<file path="src/sv/ssa_pkg.sv">
// Shared constants, codes and types of the slab slot allocator.
// No dependencies.
package ssa_pkg;

	localparam int NUM_SLABS = 16;
	localparam int MAX_SLOTS = 64;
	localparam int CHUNK     = 16;

	localparam int SLAB_W = $clog2(NUM_SLABS);
	localparam int LINK_W = $clog2(NUM_SLABS + 1);
	localparam int SLOT_W = $clog2(MAX_SLOTS);
	localparam int CNT_W  = $clog2(MAX_SLOTS + 1);
	localparam int CHUNK_LIM = (CHUNK < 32) ? CHUNK : 32;
	localparam int CC_W   = $clog2(CHUNK_LIM + 1);

	localparam int SLOT_SIZE_W  = 15;
	localparam int SLOTS_W      = 7;
	localparam int SLAB_BYTES_W = 17;
	localparam int ADDR_W       = 32;
	localparam int CFG_IDX_W    = 3;
	localparam int CFG_DATA_W   = 32;
	localparam int PROD_W       = SLAB_W + SLAB_BYTES_W;
	localparam int SPROD_W      = SLOT_W + SLOT_SIZE_W;

	// divider: offset inside a slab over slot size
	localparam int DIVD_W = SLAB_BYTES_W;
	localparam int DIVS_W = SLOT_SIZE_W;
	localparam int DCNT_W = $clog2(DIVD_W);

	localparam logic [LINK_W-1:0] NIL = LINK_W'(NUM_SLABS);

	typedef logic [1:0] list_t;
	localparam list_t L_EMPTY = 2'd0;
	localparam list_t L_PART  = 2'd1;
	localparam list_t L_FULL  = 2'd2;

	typedef logic [1:0] tag_t;
	localparam tag_t TAG_POOL  = 2'd0;
	localparam tag_t TAG_EMPTY = 2'd1;

	localparam logic [1:0] KIND_ALLOC  = 2'd0;
	localparam logic [1:0] KIND_FREE   = 2'd1;
	localparam logic [1:0] KIND_SHRINK = 2'd2;

	localparam logic [1:0] RK_CONSTRUCT = 2'd0;
	localparam logic [1:0] RK_ALLOC     = 2'd1;
	localparam logic [1:0] RK_FREE      = 2'd2;
	localparam logic [1:0] RK_SHRINK    = 2'd3;

	localparam logic [1:0] ST_OK        = 2'd0;
	localparam logic [1:0] ST_NO_SLAB   = 2'd1;
	localparam logic [1:0] ST_NOT_OWNED = 2'd2;

	localparam logic [CFG_IDX_W-1:0] CFG_SLOT_SIZE  = 3'd0;
	localparam logic [CFG_IDX_W-1:0] CFG_SLOTS      = 3'd1;
	localparam logic [CFG_IDX_W-1:0] CFG_SLAB_BYTES = 3'd2;
	localparam logic [CFG_IDX_W-1:0] CFG_BASE       = 3'd3;
	localparam logic [CFG_IDX_W-1:0] CFG_HAS_CTOR   = 3'd4;

	typedef struct packed {
		logic [1:0]        rk;
		logic [1:0]        status;
		logic [ADDR_W-1:0] addr;
		logic [3:0]        slab;
		logic [5:0]        slot;
		logic              last;
	} rsp_t;

	typedef struct packed {
		logic [MAX_SLOTS-1:0] free_map;
		logic [MAX_SLOTS-1:0] built_map;
		logic [CNT_W-1:0]     used;
	} rec_t;

endpackage

</file>
<file path="src/sv/ssa_div.sv">
// Restoring divider, one quotient bit per cycle: slab offset over slot size.
// Depends on ssa_pkg.
module ssa_div (
	input  logic                        clk,
	input  logic                        arst_n,
	input  logic                        start,
	input  logic [ssa_pkg::DIVD_W-1:0]  dividend,
	input  logic [ssa_pkg::DIVS_W-1:0]  divisor,
	output logic                        done,
	output logic [ssa_pkg::DIVD_W-1:0]  quotient
);
	logic                       run_q;
	logic                       done_q;
	logic [ssa_pkg::DCNT_W-1:0] cnt_q;
	logic [ssa_pkg::DIVS_W-1:0] rem_q;
	logic [ssa_pkg::DIVD_W-1:0] quo_q;
	logic [ssa_pkg::DIVS_W-1:0] div_q;
	logic [ssa_pkg::DIVS_W:0]   trial;
	logic                       ge;

	assign trial = {rem_q, quo_q[ssa_pkg::DIVD_W-1]};
	assign ge    = trial >= {1'b0, div_q};

	always_ff @(posedge clk or negedge arst_n) begin
		if (!arst_n) begin
			run_q  <= 1'b0;
			done_q <= 1'b0;
			cnt_q  <= '0;
		end else begin
			done_q <= 1'b0;
			if (start) begin
				run_q <= 1'b1;
				cnt_q <= ssa_pkg::DCNT_W'(ssa_pkg::DIVD_W - 1);
			end else if (run_q) begin
				if (cnt_q == '0) begin
					run_q  <= 1'b0;
					done_q <= 1'b1;
				end
				cnt_q <= cnt_q - 1'b1;
			end
		end
	end

	always_ff @(posedge clk) begin
		if (start) begin
			rem_q <= '0;
			quo_q <= dividend;
			div_q <= divisor;
		end else if (run_q) begin
			rem_q <= ge ? ssa_pkg::DIVS_W'(trial - {1'b0, div_q})
				: trial[ssa_pkg::DIVS_W-1:0];
			quo_q <= {quo_q[ssa_pkg::DIVD_W-2:0], ge};
		end
	end

	assign done     = done_q;
	assign quotient = quo_q;
endmodule

</file>
<file path="config.mk">
export PLATFORM = sky130hd
export DESIGN_NAME = ssa_div
export DESIGN_NICKNAME = d
export VERILOG_FILES = /design/src/sv/ssa_pkg.sv /design/src/sv/ssa_div.sv
export SDC_FILE = /design/constraint.sdc
export NUM_CORES = 1
export LEC_CHECK = 0
export ABC_AREA = 1
export BUFFER_PORTS_ARGS = -buffer_cell sky130_fd_sc_hd__buf_2
export CORE_ASPECT_RATIO = 1.25
export CORE_MARGIN = 1
export CORE_UTILIZATION = 57
export CTS_BUF_LIST = sky130_fd_sc_hd__clkbuf_8
export DETAILED_ROUTE_END_ITERATION = 7
export PLACE_DENSITY = 0.8
export SLEW_MARGIN = 0
export SYNTH_ARGS = -nofsm -noshare
export SYNTH_HDL_FRONTEND = slang
export SYNTH_SLANG_ARGS = --single-unit
</file>
<file path="constraint.sdc">
create_clock -name clk -period 6.5 [get_ports clk]
set_clock_uncertainty 0.2 [all_clocks]
set_input_delay 1.95 -clock clk [delete_from_list [all_inputs] [get_ports clk]]
set_output_delay 1.95 -clock clk [all_outputs]
set_load 0.005 [all_outputs]
</file>
# Word level (Yosys, flattened, before mapping)
# Index checks and enable logic that the tools add are counted.
[word_totals]
reg_bits = 54
inputBits = 35
word_cells = 22
[classes]
addsub = 2
n_lt_le_gt_ge = 1
n_mux = 11
n_reduce_logical = 2
[ops]
columns = ["operator", "count"]
rows = [
  ["two-way mux 17 bit", 2],
  [">= comparator 16 x 15 -> 1 bit", 1],
  ["two-way mux 15 bit", 1],
  ["subtractor 15 bit", 1],
  ["two-way mux 5 bit", 2],
  ["two-way mux 1 bit", 6],
  ["zero test 5 bit", 1],
  ["subtractor 5 x 1 -> 5 bit, second input constant", 1],
  ["nonzero test 2 bit", 1],
]

# Longest topological paths before layout
# Gate-level depths: netlist (run 1).
[depth]
ltp_word = 4
depth_mapped = 14
depth_no_buf = 14

# Least setup slack after synthesis (run 1)
# OpenSTA, ideal clock, no wires.
[synth_path]
path_type = "input port to flip-flop"
start = "in start"
end = "reg quo_q, in the netlist quotient[0] (enable)"
setup_ns = 0.346
arrival_time_ns = 2.573
path_slack_ns = 3.381
cell_stages = 3
n_path_buf = 1
cell_sequence = "clkbuf_1 -> nor2_1 -> inv_2"
[synth_via]
elab_chain_len = 1
[synth_lines]
columns = ["element", "line_no", "rtl"]
rows = [
  ["start: declaration", "ssa_div.sv:6", "input logic start,"],
  ["nonzero test 2 bit (no line)", "-", ""],
  ["end signal: assignment", "ssa_div.sv:47", "quo_q <= dividend;"],
  ["end signal: assignment", "ssa_div.sv:52", "quo_q <= {quo_q[ssa_pkg::DIVD_W-2:0], ge};"],
  ["end: declaration", "ssa_div.sv:16", "logic [ssa_pkg::DIVD_W-1:0] quo_q;"],
]
# No other way between the ends.
# A chain may end at the register's enable or synchronous reset.

# Worst setup path in the final report (run 1)
[layout_path]
start = "in start"
end = "reg cnt_q[1] (netlist bit)"
[layout_via]
elab_chain_len = 1
elab_cells_between_ends = 2
cone_classes = "mux: 1; reduce/logical: 1"
[layout_lines]
columns = ["element", "line_no", "rtl"]
rows = [
  ["two-way mux 5 bit / nonzero test 2 bit (equally long branches)", "-", ""],
  ["end signal: assignment", "ssa_div.sv:33", "cnt_q <= ssa_pkg::DCNT_W'(ssa_pkg::DIVD_W - 1);"],
  ["end signal: assignment", "ssa_div.sv:39", "cnt_q <= cnt_q - 1'b1;"],
  ["end: declaration", "ssa_div.sv:14", "logic [ssa_pkg::DCNT_W-1:0] cnt_q;"],
]
# Several ways; a longest one is shown, not always the timed one.

==> results of run 1 <==
[synth_stat cells (all sizes together)]
library cell / instances / area, um^2
buf: 4 / 43.8
dfxtp: 15 / 300
xor2: 3 / 26.3
and2: 2 / 15.0
ha: 17 / 213
inv: 79 / 297
nand4: 4 / 25.0
fa: 1 / 20.0
o21ai: 10 / 53.8
clkbuf: 5 / 18.8
nor3: 2 / 21.3
a31oi: 1 / 6.26
o22ai: 1 / 6.26
xnor2: 3 / 26.3
dfrtp: 7 / 175
nor4: 1 / 6.26
edfxtp: 32 / 961
a21oi: 8 / 51.3
nor2: 19 / 71.3
nand3: 44 / 250
nand3b: 4 / 30.0
nand2: 170 / 656
[metal layers]
metal	vias to the layer above	GRT usage, %	share of wire (%)
li1	1448	-	-
met1	1289	28.2	44
met2	87	42.9	50
met3	12	3.49	4.0
met4	0	10.2	1.6
met5	-	0	0
[final timing paths]
path | from | endpoint | slack, ps | cells past startpoint
max | start | cnt_q[1] | 2900 | 4
min | rem_q[11] | rem_q[11] | 280 | 2
min in group asynchronous | arst_n | cnt_q[0] | 1250 | 1
max reg2reg | quotient[16] | rem_q[7] | 4010 | 13
min reg2reg | rem_q[11] | rem_q[11] | 280 | 2
max in group asynchronous | arst_n | cnt_q[1] | 4690 | 1
[state kept, by name, summed over array words and instances, names as in the netlist]
signal and cells:
cnt_q 5, quotient 17, div_q 15, done 1, run_q 1, rem_q 15
[logic make-up after synthesis]
family | share of synthesized area (%)
xor+xnor | 1.61
simple gates | 32.8
fa+ha+maj | 7.11
compound gates | 3.59
flops | 43.9
buf+inv | 11.0
[through the flow]
step / worst slack, ps / power, uW
final: 2900 / 1290
after global routing: 2730 / 1390
after CTS: 2870 / 1290
after detailed placement: 2540 / 1100
after global placement: 2630 / 1080
after floorplan: 3380 / 969
[worst max-delay path, stage by stage]
cell     delay (ps)
buf_2           320
nor2_1          650
inv_2           410
o22ai_1         270
[power groups by stage]
stage | clock (uW) | sequential, uW | combinational, uW
floorplan | 0 | 499 | 470
global placement | 0 | 506 | 573
detailed placement | 0 | 508 | 595
CTS | 186 | 502 | 598
global route | 196 | 512 | 682
finish | 183 | 503 | 601
[cell type report]
cell class	instances	area (um^2)	share of cell area [%]
Multi-Input combinational cell	290	1480	40.7
Clock inverter	3	15.0	0.413
Sequential cell	54	1440	39.5
Timing Repair Buffer	52	260	7.16
Tap cell	64	80.1	2.20
Clock buffer	5	68.8	1.89
Inverter	79	297	8.16
==> impl_metrics.toml, run 1 <==
[detailed_routing]
drc = 0
via_per_inst = 5.18
drtPass1Iterations = 4
wirelength_um = 6840
wl_per_cell_um = 12.5
drt_iter0_markers = 154
antenna_left = 0
vias = 2836

[die]
die_w_um = 69.8
die_y_um = 86.7
fp.dieArea_um2 = 6050
rows = 30
io_pins = 53
start_util_pct = 59.7
core_um2 = 5480

[layout]
fin_util_pct = 66.3
nets = 535
fillerInstances = 480
finalInstanceArea_um2 = 3630
final_common_cell = "nand2_1"
n_antenna_cell = 0
syn_to_final_growth_pct = 11.0
drive_above_1_share_pct = 14.9
instances_no_fill = 547
layout.cells.most_common_list = "nand2_1, inv_1, buf_2"

[timing]
fin_crit_ps = 3600
slew-limit-headroom_pct = 21.1
max_freq_mhz = 278
post-route-period-util_pct = 55.4
holdWs_ps = 284
drv_slew = 0
setup_tns_ps = 0
rsz0062_at_grt = "false"
hold_viol = 0
setup_violations = 0
worstMarginPinSlew_ps = 1180

[place]
hpwl_um = 5200
port-buffer-count = 52
globalplace.congestion = 0.860
dpl_cell_area_um2 = 3550
dp_cells = 539

[logic_synthesis]
synth_seq_cells = 54
syn_area_per_cell_um2 = 7.58
synth_area_um2 = 3270
yosysWarnings = 0
ys_seq_area_share_pct = 43.9
synthCells = 432
synth.net_count = 485
synth_cell_type_count = 34

[grt]
overflow = 0
antenna_found_initial = 0
grt_max_degree = 36
first_global_vias = 2709
grt_pass1_wl_um = 11400
track_usage_pct = 23.8

[worst_setup_path]
worstPathArrival_ps = 3620
endpoint_kind = "flip-flop"
required_ps = 6520
crit_type = "in2reg"
start_kind = "input pin"
crit_fanout = 35

[clock_tree]
cts_hold_buf = 0
cts_sinks = 54
cts_buffer_depth = 2
post_cts_buffers = 0
clk_pin_slew_worst_paths_ps = 100
numCtsBuffers = 5
tritoncts = "yes"
clk_latency_ps = 310
cts_max_level = 2
cts.repair.resized = 0
root_buffer = "clkbuf_8"

[power]
pwr-share-comb_pct = 46.7
clockPowerShare_pct = 14.2
netSwitchingFraction_pct = 41.8
p_leak_uw = 0.00202
pwr-share-seq_pct = 39.1
p_int_uw = 749
vdd_drop_max_mv = 0.181
power_density_nw_per_um2 = 354
switchingPower_uw = 538

[worst_hold_path]
min_path_type = "reg2reg"

[job]
drv_cap = 0

[outcome]
status = "finished, final reports clean"
Power figures use the tool's default switching activity.
==> inputs of run 2 (changes only) <==
- CORE_UTILIZATION: 57 -> 53
- PLACE_DENSITY: 0.8 -> 0.79
- clock period: 6.5 -> 3.2 ns (I/O delays scaled with it)
==> impl_metrics.toml, run 2 (synthesized netlist as in run 1, its figures left out) <==
[power]
power_density_nw_per_um2 = 724
clockPowerShare_pct = 16.8
pwr-share-comb_pct = 45.3
switchingPower_uw = 1080
p_int_uw = 1600
vdd_drop_max_mv = 0.406
pwr-share-seq_pct = 37.9
netSwitchingFraction_pct = 40.2
p_leak_uw = 0.00206

[worst_setup_path]
start_kind = "flip-flop"
cp_common_cell = "nand2_1"
cp-startpoint = "quotient[16]"
reg2reg_from = "quotient[16]"
reg2reg_slack_ps = 720
crit_type = "reg2reg"
path_cells = "inv_1 -> ha_1 -> fa_1 -> inv_1 -> nand2_1 -> nand2_1 -> nand3_1 -> nand3_2 -> nand2_4 -> nand2_4 -> nand2_1 -> nand3_1 -> o21ai_0"
endpoint_kind = "flip-flop"
crit_path_top_delay_cell = "fa_1"
critPathMaxStageDelay_ps = 400
worstPathArrival_ps = 2470
crit_fanout = 17
required_ps = 3190

[grt]
overflow = 0
antenna_found_initial = 0
track_usage_pct = 22.6
grt_pass1_wl_um = 11800
grt_max_degree = 27
first_global_vias = 2811

[clock_tree]
cts.repair.resized = 0
root_buffer = "clkbuf_8"
tritoncts = "yes"
cts_max_level = 2
cts_sinks = 54
cts_hold_buf = 0
cts_buffer_depth = 2
post_cts_buffers = 0
clk_latency_ps = 310
numCtsBuffers = 5
clk_pin_slew_worst_paths_ps = 100

[layout]
largest_reg_flops = 17
layout.cells.most_common_list = "nand2_1, inv_1, buf_2"
final_common_cell = "nand2_1"
drive_above_1_share_pct = 15.4
syn_to_final_growth_pct = 13.2
n_antenna_cell = 0
nets = 538
instances_no_fill = 568
fillerInstances = 519

[place]
hpwl_um = 5060
globalplace.congestion = 0.918
dp_cells = 559
port-buffer-count = 52

[detailed_routing]
drtPass1Iterations = 5
antenna_left = 0
via_per_inst = 4.95
wl_per_cell_um = 12.0
drt_iter0_markers = 116
drc = 0
wirelength_um = 6810
vias = 2811

[timing]
setup_violations = 0
post-route-period-util_pct = 77.5
slew-limit-headroom_pct = 51.7
max_freq_mhz = 403
fin_crit_ps = 2480
drv_slew = 0
setup_tns_ps = 0
hold_viol = 0
rsz0062_at_grt = "false"
worstMarginPinSlew_ps = 721

[job]
drv_cap = 0

[die]
start_util_pct = 55.9
fp.dieArea_um2 = 6500
rows = 31
die_w_um = 72.3
die_y_um = 89.9
io_pins = 53
core_um2 = 5860

[outcome]
status = "finished, final reports clean"

[worst_hold_path]
min_path_type = "in2async"
-- run 2: stage by stage --
step | area [um^2] | utilization [%] | hold WS (ps) | worst slack, ps | total power, uW
5_1_grt | 3710 | 63.3 | 258 | 529 | 2910
4_1_cts | 3690 | 63.1 | 265 | 680 | 2680
3_5_place_dp | 3590 | 61.3 | 263 | 461 | 2220
3_3_place_gp | 3590 | 61.3 | 251 | 543 | 2190
2_1_floorplan | 3270 | - | 235 | 1040 | 1970
6_report | 3710 | 63.3 | 264 | 720 | 2680
-- run 2: power by group through the flow --
stage | Sequential [uW] | Combinational [uW] | Clock (uW)
after global routing | 1040 | 1390 | 482
after global placement | 1020 | 1170 | 0
after floorplan | 1010 | 954 | 0
after detailed placement | 1020 | 1200 | 0
after CTS | 1020 | 1210 | 457
final | 1020 | 1220 | 450
-- run 2: metal layers --
| layer | share of wire (%) | up-vias | track usage, % |
|---|---|---|---|
| li1 | - | 1451 | - |
| met1 | 43 | 1296 | 26.2 |
| met2 | 52 | 52 | 41.0 |
| met3 | 3.1 | 12 | 3.59 |
| met4 | 2.0 | 0 | 8.17 |
| met5 | 0 | - | 0 |
-- run 2: final cells by class --
class	instances	area (um^2)	area share, %
Clock buffer	5	68.8	1.86
Clock inverter	3	37.5	1.01
Inverter	79	297	8.00
Multi-Input combinational cell	290	1480	39.9
Sequential cell	54	1440	38.8
Tap cell	82	103	2.77
Timing Repair Buffer	55	287	7.73
-- run 2: path summary, 6_finish.rpt --
| kind | end | cells past startpoint |
|---|---|---|
| setup reg to reg | rem_q[3] | 13 |
| max in group asynchronous | done | 1 |
| hold reg to reg | rem_q[10] | 2 |
| setup / recovery | rem_q[3] | 13 |
| hold / removal | cnt_q[1] | 1 |
| min in group clk | rem_q[10] | 2 |
-- run 2: worst max-delay path, delay by kind of cell, from the launching register on --
| family | cells | cell delay (ps) |
|---|---|---|
| adders and majority gates | 2 | 630 |
| buffers and inverters | 2 | 180 |
| AOI/OAI and AO/OA | 1 | 80 |
| and+or+nand+nor | 8 | 890 |
| DFF | 1 | 360 |
==> inputs of run 3 (changes only) <==
- ABC_AREA: 1 -> 0
- CORE_UTILIZATION: 53 -> 57
- PLACE_DENSITY: 0.79 -> 0.81
- clock period: 3.2 -> 2.5 ns (I/O delays scaled with it)
==> impl_metrics.toml, run 3 <==
[outcome]
status = "finished, violations left"
failed_checks = "negative setup slack"

[layout]
n_antenna_cell = 0
fillerInstances = 372
nets = 403
largest_reg_flops = 17
finalInstanceArea_um2 = 3590
drive_above_1_share_pct = 31.1
layout.cells.most_common_list = "buf_2, edfxtp_1, nor2_1"
syn_to_final_growth_pct = 19.5
final_common_cell = "buf_2"

[logic_synthesis]
synth.net_count = 338
ys_seq_area_share_pct = 47.8
synthMuxAreaShare_pct = 8.69
synth_seq_cells = 54
synth-compound-area-share_pct = 14.1
synth-simple-area-share_pct = 12.4
synthCells = 285
netlist_top_cells_count = "edfxtp_1, nor2_1, inv_1, a21oi_1, nand2_1"
synth_cell_type_count = 52
synth_area_leaders = "edfxtp_1, dfxtp_1, ha_1"
synth_area_um2 = 3010
ys_async_sr_fraction_pct = 13.0
ys.flop_type = "edfxtp_1"
synth-xor-area-share_pct = 4.37
yosysTopAreaCellShare_pct = 31.9
yosysWarnings = 0
synth-edff-count = 32
synth_top_family_by_area = "compound AO/OA/AOI/OAI gates"
synth_area_leader_cell = "edfxtp_1"
synth_adder_area_share_pct = 7.74
syn_area_per_cell_um2 = 10.6
synth_most_common_cell = "edfxtp_1"

[die]
fp.dieArea_um2 = 5570
start_util_pct = 59.2
rows = 29
die_w_um = 67.0
die_y_um = 83.2
io_pins = 53
core_um2 = 5080

[power]
power_density_nw_per_um2 = 813
vdd_drop_max_mv = 0.422
p_leak_uw = 0.00158
design_power_total_uw = 2920

[timing]
max_freq_mhz = 379
post-route-period-util_pct = 105
worstMarginPinSlew_ps = 459
drv_slew = 0
slew-limit-headroom_pct = 68.6
hold_viol = 0
rsz0062_at_grt = "true"
holdWs_ps = 44.1
setup_tns_ps = -1040
fin_crit_ps = 2640
worst_slack_ps = -136
setup_violations = 15

[detailed_routing]
wl_per_cell_um = 15.3
wirelength_um = 6310
via_per_inst = 5.79
drtPass1Iterations = 4
vias = 2390
antenna_left = 0
drt_iter0_markers = 149
drc = 0

[clock_tree]
clk_latency_ps = 310
cts_buffer_depth = 2
cts_sinks = 54
tritoncts = "yes"
root_buffer = "clkbuf_8"
clk_pin_slew_worst_paths_ps = 110
numCtsBuffers = 5
cts_max_level = 2

[grt]
grt_pass1_wl_um = 10100
grt_max_degree = 33
overflow = 0
first_global_vias = 2344
track_usage_pct = 23.6
antenna_found_initial = 0

[place]
port-buffer-count = 52
globalplace.congestion = 0.870
hpwl_um = 4420
dpl_cell_area_um2 = 3390

[worst_setup_path]
crit_type = "reg2reg"
path_cells = "inv_1 -> ha_2 -> fa_2 -> nand2b_4 -> a21o_1 -> a21o_1 -> a211oi_4 -> buf_6 -> and2b_1 -> o31a_1"
required_ps = 2510
worstPathArrival_ps = 2640
start_kind = "flip-flop"
endpoint_kind = "flip-flop"
crit_path_top_delay_cell = "edfxtp_1"
critPathMaxStageDelay_ps = 360
cp_common_cell = "a21o_1"
crit_fanout = 5
cp_num_buf_inv = 2
cpLargestDelayFamily = "compound AO/OA/AOI/OAI gates"

[job]
drv_cap = 0

[worst_hold_path]
min_path_type = "in2async"
[run 3: cell types whose count changed in the layout (fill, tap and decap cells not counted), sizes merged, moves of 8 or more]
cell / previous run / this run
buf: 55 / 72
mux2: 0 / 17
a211oi: 0 / 9
xnor2: 3 / 12
nor2: 19 / 27
inv: 81 / 24
a21oi: 8 / 18
nand3: 44 / 3
nand2: 170 / 18
[run 3: worst paths after layout]
check | from | end | slack [ps] | depth (start not counted)
max | quotient[16] | rem_q[11] | -140 | 10
min | arst_n | cnt_q[2] | 40 | 1
max reg2reg | quotient[16] | rem_q[11] | -140 | 10
min reg2reg | rem_q[4] | rem_q[4] | 320 | 2
max in group asynchronous | arst_n | run_q | 1890 | 1
min in group clk | rem_q[4] | rem_q[4] | 320 | 2
[run 3: layout make-up]
| cell class | instances | area (um^2) | area share (%) |
|---|---|---|---|
| clock buffer | 5 | 68.8 | 1.92 |
| clock inverter | 3 | 47.5 | 1.32 |
| multi-input combinational | 195 | 1450 | 40.4 |
| tap | 62 | 77.6 | 2.16 |
| timing repair buffer | 72 | 430 | 12.0 |
| sequential | 54 | 1440 | 40.0 |
| inverter | 22 | 82.6 | 2.30 |
[run 3: layer usage]
metal / GRT usage, % / wire (um)
met1: 29.0 / 2670
met2: 39.5 / 3200
met3: 4.26 / 254
met4: 10.3 / 187
met5: 0 / 0
[run 3: worst register-to-register path, cell delays in order (launching register included)]
cell and delay [ps]:
edfxtp_1 360, inv_1 50, ha_2 190, fa_2 340, nand2b_4 150, a21o_1 170, a21o_1 190, a211oi_4 290
buf_6 180, and2b_1 180, o31a_1 230
[run 3: kinds of logic (layout without fill, tap and decap cells)]
kind of cell    after synthesis  in the layout
compound gates               60             60
xor+xnor                     15             15
fa+ha+maj                    18             18
buf+inv                      36            102
flops                        54             54
mux                          24             24
simple gates                 78             78
[run 3: what timing repair did]
item,in CTS,in global routing
buffers inserted,4,5
endpoints found under the hold margin,0,0
pin swaps,2,5
resized for setup,5,2
gates cloned,1,0
setup endpoints to repair,13,16
hold buffers,0,0
[run 3: power breakdown]
| group | switching, uW | internal, uW |
|---|---|---|
| logic | 564 | 500 |
| registers | 111 | 1130 |
| clock network | 312 | 306 |
| total | 987 | 1940 |
[run 3: through the flow]
| stage | util (%) | setup slack [ps] | cells |
|---|---|---|---|
| floorplan | - | -52.3 | 285 |
| global placement | 66.7 | -59.3 | 396 |
| detailed placement | 66.7 | -142 | 396 |
| CTS | 70.1 | -86.8 | 409 |
| global route | 70.7 | -233 | 413 |
| finish | 70.7 | -136 | 413 |
